$ cat config.mk
export PLATFORM = sky130hd
export DESIGN_NAME = audio_sample_to_pcm16_stereo
export DESIGN_NICKNAME = d
export VERILOG_FILES = /design/src/design/as2p_pkg.sv /design/src/design/audio_sample_to_pcm16_stereo.sv /design/src/design/as2p_front.sv /design/src/design/as2p_queue.sv /design/src/design/as2p_back.sv
export SDC_FILE = /design/constraint.sdc
export NUM_CORES = 1
export LEC_CHECK = 0
export BUFFER_PORTS_ARGS = -buffer_cell sky130_fd_sc_hd__buf_2
export CAP_MARGIN = 5
export CORE_MARGIN = 5
export CORE_UTILIZATION = 26
export DETAILED_ROUTE_END_ITERATION = 10
export SLEW_MARGIN = 20
export SYNTH_ARGS = -nofsm -noshare
export SYNTH_HDL_FRONTEND = slang
export SYNTH_SLANG_ARGS = --single-unit
export TNS_END_PERCENT = 100
$ cat constraint.sdc
create_clock -name clk -period 5.12 [get_ports clk]
set_input_delay 1.024 -clock clk [delete_from_list [all_inputs] [get_ports clk]]
set_output_delay 1.024 -clock clk [all_outputs]
set_load 0.02 [all_outputs]
$ cat src/design/as2p_pkg.sv
`timescale 1ns / 1ps
// ----------------------------------------------------------------------------
// as2p_pkg
// shared types and constants for the pcm16 stereo sample converter
// ----------------------------------------------------------------------------
package as2p_pkg;

  localparam int MAX_CHANNELS = 8;
  localparam int POS_W        = 3;
  localparam int FMT_W        = 3;
  localparam int COUNT_W      = 4;
  localparam int CFG_IDX_W    = 1;
  localparam int CFG_DATA_W   = 4;
  localparam int WORD_W       = 32;
  localparam int PCM_W        = 16;
  localparam int MAG_W        = 32;
  localparam int SHIFT_W      = 6;
  localparam int PROD_W       = 47;
  localparam int QUEUE_DEPTH  = 4;
  localparam int QPTR_W       = 2;
  localparam int QCNT_W       = 3;

  localparam logic [FMT_W-1:0] FMT_INT16   = 3'd0;
  localparam logic [FMT_W-1:0] FMT_INT24   = 3'd1;
  localparam logic [FMT_W-1:0] FMT_INT32   = 3'd2;
  localparam logic [FMT_W-1:0] FMT_FLOAT32 = 3'd3;

  localparam logic [CFG_IDX_W-1:0] REG_SAMPLE_FORMAT = 1'd0;
  localparam logic [CFG_IDX_W-1:0] REG_CHANNEL_COUNT = 1'd1;

  localparam logic [FMT_W-1:0]   SAMPLE_FORMAT_RESET = FMT_INT16;
  localparam logic [COUNT_W-1:0] CHANNEL_COUNT_RESET = 4'd2;

  localparam logic [SHIFT_W-1:0] SHIFT_INT16 = 6'd15;
  localparam logic [SHIFT_W-1:0] SHIFT_INT24 = 6'd23;
  localparam logic [SHIFT_W-1:0] SHIFT_INT32 = 6'd31;

  localparam logic [7:0] EXP_ALL_ONES   = 8'hFF;
  localparam logic [7:0] EXP_ONE        = 8'd127;
  localparam logic [7:0] FLOAT_SHIFT_BASE = 8'd150;
  localparam logic [7:0] FLOAT_SHIFT_LIMIT = 8'd40;

  localparam logic [14:0] PCM_MAG_MAX = 15'h7FFF;

  typedef enum logic [2:0] {
    KIND_ZERO  = 3'd0,
    KIND_INT16 = 3'd1,
    KIND_INT24 = 3'd2,
    KIND_INT32 = 3'd3,
    KIND_FLOAT = 3'd4
  } kind_t;

  typedef enum logic [1:0] {
    MODE_LEFT  = 2'd0,
    MODE_RIGHT = 2'd1,
    MODE_MONO  = 2'd2
  } mode_t;

  typedef struct packed {
    logic [WORD_W-1:0] word;
    kind_t             kind;
    mode_t             mode;
  } cmd_t;

endpackage

$ cat src/design/audio_sample_to_pcm16_stereo.sv
`timescale 1ns / 1ps
// ----------------------------------------------------------------------------
// audio_sample_to_pcm16_stereo
// converts an interleaved raw sample stream into signed 16-bit stereo pcm
// ----------------------------------------------------------------------------
// input items: one raw sample word (tdata) and a silent flag (tuser) each
// output items: one pcm value (tdata) with its side (tuser, 0 left, 1 right)
// and tlast on the final result of an input item
// sample_format and channel_count are set through the cfg write port; the
// user must write them only while the block is idle, the block does not
// check it; channels 0 and 1 of each frame go out as left and right, further
// channels are dropped, mono input goes out on both sides; accepted items
// pass the queue and the decode and product registers to the output register
// throughput: one item per cycle, set by the output register, while the
// receiver does not stall; a mono item holds that register for two results
// the front classifies and tracks the channel position, a four-entry queue
// lets it keep accepting while the back pipeline is held by a stalled
// receiver; s_tready drops only when the queue is full
// reset: format int16, two channels, position at the first channel, queue
// and pipeline empty
// ----------------------------------------------------------------------------
module audio_sample_to_pcm16_stereo (
  input  logic                            clk,
  input  logic                            rst,
  input  logic                            cfg_we,
  input  logic [as2p_pkg::CFG_IDX_W-1:0]  cfg_index,
  input  logic [as2p_pkg::CFG_DATA_W-1:0] cfg_data,
  input  logic                            s_tvalid,
  output logic                            s_tready,
  input  logic [31:0]                     s_tdata,   // sample_word
  input  logic [0:0]                      s_tuser,   // silent
  output logic                            m_tvalid,
  input  logic                            m_tready,
  output logic [15:0]                     m_tdata,   // pcm_value
  output logic [0:0]                      m_tuser,   // side
  output logic                            m_tlast
);
  import as2p_pkg::*;

  logic q_full;
  logic q_push;
  logic q_pop;
  logic q_not_empty;
  cmd_t push_cmd;
  cmd_t head_cmd;

  as2p_front u_front (
    .clk       (clk),
    .rst       (rst),
    .cfg_we    (cfg_we),
    .cfg_index (cfg_index),
    .cfg_data  (cfg_data),
    .s_tvalid  (s_tvalid),
    .s_tready  (s_tready),
    .s_tdata   (s_tdata),
    .s_tuser   (s_tuser),
    .q_full    (q_full),
    .q_push    (q_push),
    .q_cmd     (push_cmd)
  );

  as2p_queue u_queue (
    .clk       (clk),
    .rst       (rst),
    .push      (q_push),
    .push_cmd  (push_cmd),
    .full      (q_full),
    .pop       (q_pop),
    .not_empty (q_not_empty),
    .head_cmd  (head_cmd)
  );

  as2p_back u_back (
    .clk      (clk),
    .rst      (rst),
    .q_valid  (q_not_empty),
    .q_pop    (q_pop),
    .q_cmd    (head_cmd),
    .m_tvalid (m_tvalid),
    .m_tready (m_tready),
    .m_tdata  (m_tdata),
    .m_tuser  (m_tuser),
    .m_tlast  (m_tlast)
  );

endmodule

$ cat src/design/as2p_front.sv
`timescale 1ns / 1ps
// ----------------------------------------------------------------------------
// as2p_front
// config registers, channel position tracking and item classification
// ----------------------------------------------------------------------------
module as2p_front (
  input  logic                          clk,
  input  logic                          rst,
  input  logic                          cfg_we,
  input  logic [as2p_pkg::CFG_IDX_W-1:0]  cfg_index,
  input  logic [as2p_pkg::CFG_DATA_W-1:0] cfg_data,
  input  logic                          s_tvalid,
  output logic                          s_tready,
  input  logic [as2p_pkg::WORD_W-1:0]   s_tdata,
  input  logic [0:0]                    s_tuser,
  input  logic                          q_full,
  output logic                          q_push,
  output as2p_pkg::cmd_t                q_cmd
);
  import as2p_pkg::*;

  logic [FMT_W-1:0]   sample_format;
  logic [COUNT_W-1:0] channel_count;
  logic [POS_W-1:0]   channel_position;
  logic [POS_W-1:0]   channel_position_next;

  logic [COUNT_W-1:0] count_eff;
  logic [POS_W-1:0]   pos_eff;
  logic [COUNT_W-1:0] pos_inc;
  logic               emit;
  logic               accept;

  always_comb begin
    if (channel_count == '0) begin
      count_eff = COUNT_W'(1);
    end else if (channel_count > COUNT_W'(MAX_CHANNELS)) begin
      count_eff = COUNT_W'(MAX_CHANNELS);
    end else begin
      count_eff = channel_count;
    end
    pos_eff = ({1'b0, channel_position} >= count_eff) ? '0 : channel_position;
    pos_inc = {1'b0, pos_eff} + COUNT_W'(1);
    channel_position_next = (pos_inc >= count_eff) ? '0 : pos_inc[POS_W-1:0];
  end

  always_comb begin
    q_cmd.word = s_tdata;
    if (s_tuser[0]) begin
      q_cmd.kind = KIND_ZERO;
    end else begin
      case (sample_format)
        FMT_INT16:   q_cmd.kind = KIND_INT16;
        FMT_INT24:   q_cmd.kind = KIND_INT24;
        FMT_INT32:   q_cmd.kind = KIND_INT32;
        FMT_FLOAT32: q_cmd.kind = KIND_FLOAT;
        default:     q_cmd.kind = KIND_ZERO;
      endcase
    end
    emit = 1'b1;
    if (count_eff == COUNT_W'(1)) begin
      q_cmd.mode = MODE_MONO;
    end else if (pos_eff == POS_W'(0)) begin
      q_cmd.mode = MODE_LEFT;
    end else if (pos_eff == POS_W'(1)) begin
      q_cmd.mode = MODE_RIGHT;
    end else begin
      q_cmd.mode = MODE_LEFT;
      emit       = 1'b0;
    end
  end

  assign s_tready = !q_full;
  assign accept   = s_tvalid && s_tready;
  assign q_push   = accept && emit;

  always_ff @(posedge clk) begin
    if (rst) begin
      sample_format    <= SAMPLE_FORMAT_RESET;
      channel_count    <= CHANNEL_COUNT_RESET;
      channel_position <= '0;
    end else begin
      if (cfg_we && cfg_index == REG_SAMPLE_FORMAT) begin
        sample_format <= cfg_data[FMT_W-1:0];
      end
      if (cfg_we && cfg_index == REG_CHANNEL_COUNT) begin
        channel_count <= cfg_data[COUNT_W-1:0];
      end
      if (accept) begin
        channel_position <= channel_position_next;
      end
    end
  end

endmodule

$ cat src/design/as2p_queue.sv
`timescale 1ns / 1ps
// ----------------------------------------------------------------------------
// as2p_queue
// short fifo of classified items between front and back
// ----------------------------------------------------------------------------
module as2p_queue (
  input  logic           clk,
  input  logic           rst,
  input  logic           push,
  input  as2p_pkg::cmd_t push_cmd,
  output logic           full,
  input  logic           pop,
  output logic           not_empty,
  output as2p_pkg::cmd_t head_cmd
);
  import as2p_pkg::*;

  cmd_t              entries [QUEUE_DEPTH];
  logic [QPTR_W-1:0] wr_ptr;
  logic [QPTR_W-1:0] rd_ptr;
  logic [QCNT_W-1:0] count;

  assign full      = (count == QCNT_W'(QUEUE_DEPTH));
  assign not_empty = (count != '0);
  assign head_cmd  = entries[rd_ptr];

  always_ff @(posedge clk) begin
    if (push) begin
      entries[wr_ptr] <= push_cmd;
    end
  end

  always_ff @(posedge clk) begin
    if (rst) begin
      wr_ptr <= '0;
      rd_ptr <= '0;
      count  <= '0;
    end else begin
      if (push) begin
        wr_ptr <= wr_ptr + QPTR_W'(1);
      end
      if (pop) begin
        rd_ptr <= rd_ptr + QPTR_W'(1);
      end
      if (push && !pop) begin
        count <= count + QCNT_W'(1);
      end else if (pop && !push) begin
        count <= count - QCNT_W'(1);
      end
    end
  end

`ifndef SYNTHESIS
  a_no_push_when_full: assert property (@(posedge clk) disable iff (rst)
    !(push && full))
    else $error("item pushed into full queue");

  a_no_pop_when_empty: assert property (@(posedge clk) disable iff (rst)
    !(pop && !not_empty))
    else $error("item popped from empty queue");

  a_count_tracks_push: assert property (@(posedge clk) disable iff (rst)
    (push && !pop) |=> (count == $past(count) + QCNT_W'(1)))
    else $error("queue count out of step with pushes");
`endif

endmodule

$ cat src/design/as2p_back.sv
`timescale 1ns / 1ps
// ----------------------------------------------------------------------------
// as2p_back
// conversion pipeline: magnitude and shift, product by 32767, scale and emit
// ----------------------------------------------------------------------------
module as2p_back (
  input  logic                        clk,
  input  logic                        rst,
  input  logic                        q_valid,
  output logic                        q_pop,
  input  as2p_pkg::cmd_t              q_cmd,
  output logic                        m_tvalid,
  input  logic                        m_tready,
  output logic [as2p_pkg::PCM_W-1:0]  m_tdata,
  output logic [0:0]                  m_tuser,
  output logic                        m_tlast
);
  import as2p_pkg::*;

  // decode stage
  logic [32:0]        sval;
  logic [MAG_W-1:0]   d_mag;
  logic [SHIFT_W-1:0] d_shift;
  logic               d_neg;
  logic               d_sat;
  logic               d_zero;
  logic               use_sval;
  logic [7:0]         exp_f;
  logic [22:0]        frac_f;
  logic [7:0]         fshift;

  logic               a_valid;
  logic [MAG_W-1:0]   a_mag;
  logic [SHIFT_W-1:0] a_shift;
  logic               a_neg;
  logic               a_sat;
  logic               a_zero;
  mode_t              a_mode;

  logic               p_valid;
  logic [PROD_W-1:0]  p_prod;
  logic [SHIFT_W-1:0] p_shift;
  logic               p_neg;
  logic               p_sat;
  logic               p_zero;
  mode_t              p_mode;

  logic               out_dup;
  logic [PROD_W-1:0]  scaled;
  logic [14:0]        mag15;
  logic [PCM_W-1:0]   pcm_next;

  logic               out_load_ok;
  logic               p_ready;
  logic               a_ready;

  always_comb begin
    exp_f    = q_cmd.word[30:23];
    frac_f   = q_cmd.word[22:0];
    fshift   = FLOAT_SHIFT_BASE - exp_f;
    sval     = '0;
    use_sval = 1'b0;
    d_mag    = '0;
    d_shift  = '0;
    d_neg    = 1'b0;
    d_sat    = 1'b0;
    d_zero   = 1'b0;
    case (q_cmd.kind)
      KIND_INT16: begin
        sval     = {{17{q_cmd.word[15]}}, q_cmd.word[15:0]};
        use_sval = 1'b1;
        d_shift  = SHIFT_INT16;
      end
      KIND_INT24: begin
        sval     = {{9{q_cmd.word[23]}}, q_cmd.word[23:0]};
        use_sval = 1'b1;
        d_shift  = SHIFT_INT24;
      end
      KIND_INT32: begin
        sval     = {q_cmd.word[31], q_cmd.word};
        use_sval = 1'b1;
        d_shift  = SHIFT_INT32;
      end
      KIND_FLOAT: begin
        d_neg   = q_cmd.word[31];
        d_mag   = {8'd0, 1'b1, frac_f};
        d_shift = fshift[SHIFT_W-1:0];
        if (exp_f == EXP_ALL_ONES) begin
          if (frac_f != '0) begin
            d_zero = 1'b1;
          end else begin
            d_sat = 1'b1;
          end
        end else if (exp_f >= EXP_ONE) begin
          d_sat = 1'b1;
        end else if (exp_f == '0 || fshift >= FLOAT_SHIFT_LIMIT) begin
          d_zero = 1'b1;
        end
      end
      default: begin
        d_zero = 1'b1;
      end
    endcase
    if (use_sval) begin
      d_neg = sval[32];
      d_mag = sval[32] ? 32'(-sval) : sval[31:0];
    end
  end

  assign out_load_ok = !m_tvalid || (m_tready && !out_dup);
  assign p_ready     = !p_valid || out_load_ok;
  assign a_ready     = !a_valid || p_ready;
  assign q_pop       = q_valid && a_ready;

  always_comb begin
    scaled  = p_prod >> p_shift;
    mag15   = (|scaled[31:15]) ? PCM_MAG_MAX : scaled[14:0];
    if (p_zero) begin
      mag15 = '0;
    end else if (p_sat) begin
      mag15 = PCM_MAG_MAX;
    end
    pcm_next = p_neg ? PCM_W'(-{1'b0, mag15}) : {1'b0, mag15};
  end

  always_ff @(posedge clk) begin
    if (a_ready) begin
      a_mag   <= d_mag;
      a_shift <= d_shift;
      a_neg   <= d_neg;
      a_sat   <= d_sat;
      a_zero  <= d_zero;
      a_mode  <= q_cmd.mode;
    end
    if (p_ready) begin
      p_prod  <= ({15'd0, a_mag} << 15) - {15'd0, a_mag};
      p_shift <= a_shift;
      p_neg   <= a_neg;
      p_sat   <= a_sat;
      p_zero  <= a_zero;
      p_mode  <= a_mode;
    end
    if (p_valid && out_load_ok) begin
      m_tdata <= pcm_next;
    end
  end

  always_ff @(posedge clk) begin
    if (rst) begin
      a_valid  <= 1'b0;
      p_valid  <= 1'b0;
      m_tvalid <= 1'b0;
      m_tuser  <= '0;
      m_tlast  <= 1'b0;
      out_dup  <= 1'b0;
    end else begin
      if (a_ready) begin
        a_valid <= q_valid;
      end
      if (p_ready) begin
        p_valid <= a_valid;
      end
      if (out_load_ok) begin
        m_tvalid <= p_valid;
        if (p_valid) begin
          m_tuser[0] <= (p_mode == MODE_RIGHT);
          m_tlast    <= (p_mode != MODE_MONO);
          out_dup    <= (p_mode == MODE_MONO);
        end
      end else if (m_tready && out_dup) begin
        // mono: repeat the value on the right side
        m_tuser[0] <= 1'b1;
        m_tlast    <= 1'b1;
        out_dup    <= 1'b0;
      end
    end
  end

`ifndef SYNTHESIS
  a_dup_only_on_left: assert property (@(posedge clk) disable iff (rst)
    (m_tvalid && out_dup) |-> (!m_tuser[0] && !m_tlast))
    else $error("mono repeat pending on a result other than the left one");

  a_dup_then_right: assert property (@(posedge clk) disable iff (rst)
    (m_tvalid && out_dup && m_tready) |=>
      (m_tvalid && m_tuser[0] && m_tlast && $stable(m_tdata)))
    else $error("mono right result missing after left");
`endif

endmodule

==> results of run 1 <==
layout make-up:
class / count / area [um^2] / area share [%]
Clock buffer: 39 / 826 / 4.28
Clock inverter: 19 / 110 / 0.570
Inverter: 51 / 191 / 0.992
Multi-Input combinational cell: 1002 / 8090 / 41.9
Sequential cell: 290 / 8460 / 43.8
Tap cell: 864 / 1080 / 5.60
Timing Repair Buffer: 90 / 546 / 2.83
cells in the mapped netlist (17+ instances only):
master	count
mux4_2	78
mux2_2	17
dfxtp_1	25
buf_2	20
xnor2_1	48
nand3_1	34
nor3_1	30
edfxtp_1	265
xor2_1	21
ha_1	37
nor2_1	96
inv_1	48
o21ai_0	69
mux2i_1	69
clkbuf_1	28
a21oi_1	70
nand2_1	140
path summary, 6_finish.rpt:
kind	to	slack [ns]	cells past startpoint
worst max-delay path	u_back.m_tdata[12]$_DFFE_PP_	0.50	15
worst min-delay path	u_back.p_mode[0]$_DFFE_PP_	0.42	0
worst max register to register	u_back.m_tdata[12]$_DFFE_PP_	0.50	15
worst min register to register	u_back.p_mode[0]$_DFFE_PP_	0.42	0
logic make-up after synthesis:
group | synth area share (%)
AND/OR/NAND/NOR | 12.3
AO/OA/AOI/OAI | 10.9
flip-flops | 49.1
XOR/XNOR | 3.51
buffers and inverters | 4.05
adder cells (fa/ha/maj) | 2.80
multiplexers | 17.3
metal layers:
metal	vias to the layer above	routed length [um]	track usage (%)
met1	5770	18900	15.8
met4	0	1280	3.53
li1	5592	-	-
met5	-	0	0
met3	83	2760	2.35
met2	373	20800	20.0
stage by stage:
stage | utilization (%) | std cells | cell area (um^2) | worst slack (ns)
2_1_floorplan | - | 1420 | 17200 | 1.07
3_3_place_gp | 27.9 | 2297 | 18400 | 0.568
3_5_place_dp | 27.9 | 2297 | 18400 | 0.528
4_1_cts | 29.4 | 2355 | 19300 | 0.562
5_1_grt | 29.4 | 2355 | 19300 | 0.222
6_report | 29.4 | 2355 | 19300 | 0.504
sequential cells by signal (all words and copies together) (netlist names), 2 cells and up, named ones only:
name / count
u_queue.entries: 148
u_back.p_prod: 47
u_back.a_mag: 32
u_back.m_tdata: 16
u_back.a_shift: 6
u_back.p_shift: 6
u_front.channel_count: 4
u_front.channel_position: 3
u_front.sample_format: 3
u_queue.count: 3
u_back.a_mode: 2
u_back.p_mode: 2
u_queue.rd_ptr: 2
u_queue.wr_ptr: 2
power groups by stage:
| stage | Combinational [uW] | Sequential, uW | Clock [uW] |
|---|---|---|---|
| 5_1_grt | 8240 | 4270 | 2220 |
| 4_1_cts | 7480 | 4180 | 2110 |
| 3_5_place_dp | 7450 | 4230 | 0 |
| 6_report | 7540 | 4190 | 2050 |
| 3_3_place_gp | 7400 | 4210 | 0 |
| 2_1_floorplan | 5880 | 3830 | 0 |
layout by cell type, fill, tap and decap left out, types with 33 or more instances in the layout:
master / synthesis / layout
edfxtp_1: 265 / 265
nand2_1: 140 / 139
nor2_1: 96 / 96
mux4_2: 78 / 78
a21oi_1: 70 / 70
o21ai_0: 69 / 69
mux2i_1: 69 / 69
buf_2: 20 / 62
inv_1: 48 / 48
xnor2_1: 48 / 48
ha_1: 37 / 37
nand3_1: 34 / 33
==> results.tsv, run 1 <==
metric	value	unit
status	completed	
Final Critical Period	4.62	ns
Clock power frac	14.9	%
TritonCTS Buffers	31	
routed length per placed instance	18.6	um
crit path cell chain	buf_4 > nor2_1 > a22o_1 > o211ai_1 > and3b_1 > nor4_1 > a221o_2 > nand3_4 > o21ai_0 > ha_1 > inv_1 > nor2_1 > and4_1 > o32ai_1 > a221o_1	
DRC	0	
sequential area share after synthesis	49.1	%
CTS resizes	0	
Vias	11800	
ys async rst share	0	%
Slew Viols, Final	0	
Pwr Density	714	nW/um^2
clock buffer depth	3	
cells after synthesis	1420	
hold_sp	u_back.a_mode[0]$_DFFE_PN_	
CP max stage delay	0.70	ns
CP Buf/Inv Count	2	
Net Sw Power	6020	uW
Worst setup SP type	flip-flop	
drt total wl	43700	um
Hold Vio Cnt, Final	0	
largest net degree at the start of global routing	61	
Slew headroom	32.8	%
Worst R2R Start	u_back.p_shift[0]$_DFFE_PP_	
CTS Hold Bufs	0	
Switching Fraction	43.7	%
CP arrival	4.93	ns
EDFF count, synth	265	
FMAX	217	MHz
total negative slack	0	ns
Hold Crit Class	reg2reg	
Max-cap violations	0	
worst-path fanout max	40	
# nets final	1547	
Horiz. Die Dim	267	um
worst skew pair latency	0.58	ns
CTS clk-pin slew, worst paths	0.06	ns
initial antenna violation count	0	
Post-CTS Setup Bufs	0	
CTS root buf	clkbuf_16	
TritonCTS clock tree	built	
Final Hold Slack	0.417	ns
H-tree depth	1	
Crit path max-delay family	simple AND/OR/NAND/NOR gates	
Die Height	267	um
Synth Register Bits	290	
Max VDD drop	314	uV
total track usage	11.9	%
CP max stage cell	nor2_1	
first-pass GRT wire length	69000	um
Yosys cell types	97	
Pint	7770	uW
Syn Nets	1501	
CP required	5.44	ns
crit end category	flip-flop	
Tightest Pin Transition	0.983	ns
DR iter-0 viols	1028	
Ys Warns	0	
fin crit share	90.2	%
row count	94	
vias per inst	5.02	
Worst Setup SP	u_back.p_shift[0]$_DFFE_PP_	
total congestion overflow	0	
area share of the largest cell type after synthesis	46.2	%
CORE AREA	65700	um^2
Fillers	6534	
vias in the first global route	11900	
post-detail-place hpwl	32300	um
Mapped Area	17200	um^2
I/O Buffers	62	
largest area contributor in the netlist	edfxtp_1	
synthesized area per cell	12.1	um^2
share of cells above drive strength 1	18.2	%
Layout Skew	0.0197	ns
top-level I/O count	63	
Leak Pwr	0.00674	uW
Logic pwr share	54.7	%
RSZ-0062 raised after global routing	no	
ANT cells	0	
P&R area growth vs syn	12.0	%
Die ar.	71500	um^2
final setup fails	0	
CP most frequent cell	nor2_1	
Initial Util	26.2	%
total clock sinks	290	
critical path type	reg2reg	
Flop pwr share	30.4	%
Pwr Total	13800	uW
Post-DRT Antenna Nets	0	
Post-synth top flop	edfxtp_1	
dominant cells by area after synthesis	edfxtp_1, mux4_2, mux2i_1, nand2_1, dfxtp_1	
drt first pass iters	7	
gpl congestion	0.912	
(Power assumes the default switching activity.)
==> inputs of run 2 (changes only) <==
- TNS_END_PERCENT: 100 -> unset
- clock period: 5.12 -> 5.8 ns (I/O delays scaled with it)
==> run 2 against run 1 <==
Power decreased by 11%. Critical path depth shrank 2. Sequential power fell by 12%. Largest cell class unchanged.
==> results.tsv, run 2 (synthesis gave the netlist of run 1 again) <==
metric	value	unit	change
status	completed		unchanged
fin util	29.3	%	was 29.4%
Horiz. Die Dim	267	um	unchanged
top flop regs	u_queue.entries x148, u_back.p_prod x47, u_back.a_mag x32		unchanged
drt total wl	43100	um	was 43700 um
share of cells above drive strength 1	17.6	%	was 18.2%
Placed Cells	2288		was 2297
most common cell after layout, fill and taps aside	edfxtp_1		unchanged
Hold Vio Cnt, Final	0		unchanged
vias per inst	5.10		was 5.02
crit end category	flip-flop		unchanged
first-pass GRT wire length	68100	um	was 69000 um
P&R area growth vs syn	12.0	%	about the same
Largest Register	u_queue.entries		unchanged
fin cells	2347		was 2355
total negative slack	0	ns	unchanged
CP max stage cell	edfxtp_1		was nor2_1
total track usage	11.7	%	was 11.9%
TritonCTS clock tree	built		unchanged
CP required	6.11	ns	was 5.44 ns
routed length per placed instance	18.4	um	was 18.6 um
largest net degree at the start of global routing	65		was 61
CP max stage delay	0.81	ns	was 0.70 ns
R2R cell count	13		was 15
post-detail-place hpwl	31300	um	was 32300 um
Slew headroom	30.6	%	was 32.8%
Tightest Pin Transition	1.01	ns	was 0.983 ns
crit path cell chain	buf_4 > mux4_2 > mux4_2 > nor3_1 > a221o_2 > nand3_4 > o21ai_0 > ha_1 > inv_1 > nor2_1 > and4_1 > o32ai_1 > a221o_1		was buf_4 > nor2_1 > a22o_1 > o211ai_1 > and3b_1 > nor4_1 > a221o_2 > nand3_4 > o21ai_0 > ha_1 > inv_1 > nor2_1 > and4_1 > o32ai_1 > a221o_1
FMAX	203	MHz	was 217 MHz
Post-CTS Setup Bufs	0		unchanged
Worst setup SP type	flip-flop		unchanged
met3 Resource Use GR	2.01	%	was 2.35%
Final Critical Period	4.92	ns	was 4.62 ns
CP arrival	5.23	ns	was 4.93 ns
Max VDD drop	339	uV	was 314 uV
critical path type	reg2reg		unchanged
total congestion overflow	0		unchanged
drt first pass iters	6		was 7
Pwr Density	634	nW/um^2	was 714 nW/um^2
hold path cells	0		unchanged
Hold Crit Class	reg2reg		unchanged
Slew Viols, Final	0		unchanged
Fillers	6626		was 6534
Initial Util	26.2	%	unchanged
CTS clk-pin slew, worst paths	0.06	ns	about the same
Pwr Total	12200	uW	was 13800 uW
initial antenna violation count	0		unchanged
met1 Usage GRT	15.7	%	was 15.8%
row count	94		unchanged
RSZ-0062 raised after global routing	no		unchanged
Die ar.	71500	um^2	unchanged
fin crit share	84.8	%	was 90.2%
H-tree depth	1		unchanged
DRC	0		unchanged
Vias	12000		was 11.8k
max reg flops	148		unchanged
Max-cap violations	0		unchanged
total clock sinks	290		unchanged
Post-DRT Antenna Nets	0		unchanged
TritonCTS Buffers	31		unchanged
GRT busiest layer	met2		unchanged
Die Height	267	um	unchanged
top-level I/O count	63		unchanged
worst-path fanout max	33		was 40
CTS Hold Bufs	0		unchanged
CTS root buf	clkbuf_16		unchanged
I/O Buffers	62		unchanged
gpl congestion	0.929		was 0.912
Layout Skew	0.0387	ns	was 0.0197 ns
Leak Pwr	0.00672	uW	was 0.00674 uW
Placed Area	18300	um^2	was 18400 um^2
CORE AREA	65700	um^2	unchanged
final setup fails	0		unchanged
CTS resizes	0		unchanged
most frequent cells in the layout	edfxtp_1, nand2_1, nor2_1		unchanged
vias in the first global route	11800		was 11.9k
# nets final	1538		was 1547
CP most frequent cell	mux4_2		was nor2_1
clock buffer depth	3		unchanged
DR iter-0 viols	984		was 1028
Final Instance Area	19300	um^2	about the same
worst skew pair latency	0.59	ns	was 0.58 ns
met2 Use GR	19.4	%	was 20.0%
[run 2: cell count changes in the layout (fill, tap and decap cells not counted), sizes merged]
cell and change:
buf -9, bufinv +3, clkinv -2, clkbuf -1, diode +1
[run 2: metrics by stage]
stage	hold slack, ns	setup WS (ns)
after floorplan	0.400	1.75
after global placement	0.406	1.05
after detailed placement	0.405	0.978
after CTS	0.419	0.939
after global routing	0.425	0.521
final	0.419	0.879
[run 2: worst paths after layout]
check / from / to / slack [ns]
worst min-delay path: u_back.a_shift[2]$_DFFE_PN_ / u_back.p_shift[2]$_DFFE_PP_ / 0.42
worst max-delay path: u_back.p_shift[1]$_DFFE_PP_ / u_back.m_tdata[12]$_DFFE_PP_ / 0.88
worst max register to register: u_back.p_shift[1]$_DFFE_PP_ / u_back.m_tdata[12]$_DFFE_PP_ / 0.88
worst min register to register: u_back.a_shift[2]$_DFFE_PN_ / u_back.p_shift[2]$_DFFE_PP_ / 0.42
[run 2: final cells by class]
class | count | area [um^2] | area share (%)
inverters | 51 | 191 | 0.993
clock buffers | 38 | 802 | 4.16
diodes | 1 | 2.50 | 0.0130
repair buffers | 81 | 478 | 2.48
flip-flops and latches | 290 | 8460 | 43.9
clock inverters | 20 | 183 | 0.947
well taps | 864 | 1080 | 5.60
multi-input cells | 1002 | 8090 | 41.9
[run 2: power by group]
group	switching [uW]	internal (uW)
registers	635	3060
logic	3860	2760
clock network	786	1110
[run 2: critical path, delay by kind of cell, from the launching register on]
family / cells / cell delay (ns)
buffers and inverters: 2 / 0.63
adders and majority gates: 1 / 0.31
muxes: 2 / 1.12
AOI/OAI and AO/OA: 4 / 1.03
and+or+nand+nor: 4 / 0.71
DFF: 1 / 0.81
[run 2: per-layer routing]
metal,share of wire [%],vias up,routed length [um]
met5,0,-,0
met4,3.5,0,1520
met3,6.2,97,2660
met2,47,419,20300
met1,43,5885,18700
li1,-,5565,-
==> inputs of run 3 (changes only) <==
- clock period: 5.8 -> 3.9 ns (I/O delays scaled with it)
==> run 3 against run 2 <==
Core utilization rose by 2.3 points. Critical path type unchanged. Sequential cell count did not move. Clock skew fell by 0.019 ns. Highest routed layer unchanged.
==> results.tsv, run 3 (synthesis gave the netlist of run 1 again) <==
metric	value	unit	change
status	completed		unchanged
RSZ-0062 raised after global routing	yes		was no
Leak Pwr	0.00757	uW	was 0.00672 uW
max reg flops	148		unchanged
Placed Area	19400	um^2	was 18300 um^2
Largest Register	u_queue.entries		unchanged
routed length per placed instance	18.2	um	was 18.4 um
clock buffer depth	3		unchanged
Initial Util	26.2	%	unchanged
vias per inst	5.02		was 5.10
Die ar.	71500	um^2	unchanged
Fillers	6524		was 6626
Horiz. Die Dim	267	um	unchanged
Slew headroom	34.3	%	was 30.6%
met1 Usage GRT	16.2	%	was 15.7%
Crit path max-delay family	compound AO/OA/AOI/OAI gates		was multiplexers
top flop regs	u_queue.entries x148, u_back.p_prod x47, u_back.a_mag x32		unchanged
Hold Vio Cnt, Final	0		unchanged
CORE AREA	65700	um^2	unchanged
CTS root buf	clkbuf_16		unchanged
Layout Skew	0.0195	ns	was 0.0387 ns
Final Critical Period	3.82	ns	was 4.92 ns
most common cell after layout, fill and taps aside	edfxtp_1		unchanged
crit path to	u_back.m_tdata[12]$_DFFE_PP_		unchanged
fin crit share	98.0	%	was 84.8%
TritonCTS Buffers	31		unchanged
TritonCTS clock tree	built		unchanged
Max VDD drop	494	uV	was 339 uV
worst-path fanout max	30		was 33
largest net degree at the start of global routing	59		was 65
total negative slack	0	ns	unchanged
Die Height	267	um	unchanged
crit path cell chain	buf_12 > mux2i_2 > mux4_2 > nand3_1 > o21a_1 > nor3_2 > a221o_2 > and3_4 > nand2_2 > nand2_2 > ha_4 > inv_2 > nor2_1 > and4_1 > o211ai_1 > o21a_1 > o32ai_1 > a221o_1		was buf_4 > mux4_2 > mux4_2 > nor3_1 > a221o_2 > nand3_4 > o21ai_0 > ha_1 > inv_1 > nor2_1 > and4_1 > o32ai_1 > a221o_1
R2R cell count	18		was 13
Tightest Pin Transition	0.982	ns	was 1.01 ns
# nets final	1696		was 1538
CP max stage delay	0.52	ns	was 0.81 ns
DR iter-0 viols	888		was 984
CTS Hold Bufs	0		unchanged
Worst setup SP type	flip-flop		unchanged
CP Buf/Inv Count	2		unchanged
H-tree depth	1		unchanged
top-level I/O count	63		unchanged
initial antenna violation count	0		unchanged
DRC	0		unchanged
worst r2r dst	u_back.m_tdata[12]$_DFFE_PP_		unchanged
Final Instance Area	20800	um^2	was 19300 um^2
met3 Resource Use GR	1.77	%	was 2.01%
I/O Buffers	62		unchanged
Worst Setup SP	u_back.p_shift[3]$_DFFE_PP_		was u_back.p_shift[1]$_DFFE_PP_
met2 Use GR	21.3	%	was 19.4%
drt total wl	45700	um	was 43100 um
most frequent cells in the layout	edfxtp_1, buf_4, nand2_1		was edfxtp_1, nand2_1, nor2_1
share of cells above drive strength 1	27.7	%	was 17.6%
CP required	4.22	ns	was 6.11 ns
post-detail-place hpwl	34600	um	was 31300 um
worst skew pair latency	0.58	ns	was 0.59 ns
total clock sinks	290		unchanged
Crit path depth	18		was 13
Placed Cells	2425		was 2288
Hold Crit Class	in2reg		was reg2reg
CTS clk-pin slew, worst paths	0.06	ns	about the same
vias in the first global route	12500		was 11.8k
FMAX	262	MHz	was 203 MHz
Slew Viols, Final	0		unchanged
Post-DRT Antenna Nets	0		unchanged
Max-cap violations	0		unchanged
total track usage	12.3	%	was 11.7%
critical path type	reg2reg		unchanged
CP max stage cell	mux4_2		was edfxtp_1
fin cells	2504		was 2347
Pwr Density	981	nW/um^2	was 634 nW/um^2
CP arrival	4.14	ns	was 5.23 ns
drt first pass iters	5		was 6
P&R area growth vs syn	20.8	%	was 12.0%
Vias	12600		was 12.0k
row count	94		unchanged
final setup fails	0		unchanged
Pwr Total	20400	uW	was 12200 uW
r2r setup slk	0.08	ns	was 0.88 ns
ANT cells	0		was 1
Final Hold Slack	0.411	ns	was 0.419 ns
crit end category	flip-flop		unchanged
Worst R2R Start	u_back.p_shift[3]$_DFFE_PP_		was u_back.p_shift[1]$_DFFE_PP_
gpl congestion	0.896		was 0.929
first-pass GRT wire length	71100	um	was 68100 um
total congestion overflow	0		unchanged
GRT busiest layer	met2		unchanged
## run 3: report_power, final
part / internal [uW] / switching [uW]
clock network: 1670 / 1210
registers: 4550 / 817
logic: 5710 / 6470
## run 3: cell type report
| type | instances | area [um^2] | area share (%) |
|---|---|---|---|
| Clock buffer | 37 | 798 | 3.83 |
| Timing Repair Buffer | 239 | 1820 | 8.76 |
| Inverter | 51 | 201 | 0.968 |
| Sequential cell | 290 | 8460 | 40.6 |
| Multi-Input combinational cell | 1002 | 8250 | 39.6 |
| Tap cell | 864 | 1080 | 5.19 |
| Clock inverter | 21 | 203 | 0.974 |
## run 3: how the worst min path moves through the flow
stage / startpoint / depth (start not counted) / slack (ns) / endpoint
2_1_floorplan: u_back.a_mode[0]$_DFFE_PN_ / 0 / 0.40 / u_back.p_mode[0]$_DFFE_PP_
3_3_place_gp: u_back.a_mode[0]$_DFFE_PN_ / 0 / 0.41 / u_back.p_mode[0]$_DFFE_PP_
6_report: s_tdata[18] / 1 / 0.41 / u_queue.entries[3][23]$_DFFE_PP_
5_1_grt: s_tdata[4] / 1 / 0.37 / u_queue.entries[0][9]$_DFFE_PP_
4_1_cts: s_tdata[1] / 1 / 0.37 / u_queue.entries[3][6]$_DFFE_PP_
3_5_place_dp: u_back.a_shift[5]$_DFFE_PN_ / 0 / 0.41 / u_back.p_shift[5]$_DFFE_PP_
## run 3: what timing repair did
action                     4_1_cts  5_1_grt
gates resized for setup         16       37
setup endpoints to repair        3       12
gates cloned                     2        0
pin swaps                        7       12
buffers inserted                 5       16
## run 3: routing by layer
layer	wire, um	vias to the layer above
li1	-	5889
met5	0	-
met1	19900	6217
met3	2270	81
met2	22400	377
met4	1110	0
## run 3: metrics by stage
step                      setup slack (ns)  util, %
final                               0.0786     31.7
after global routing               -0.0899     31.7
after CTS                          -0.0255     31.3
after detailed placement           -0.0894     29.6
after global placement              -0.104     29.6
after floorplan                     0.0224        -
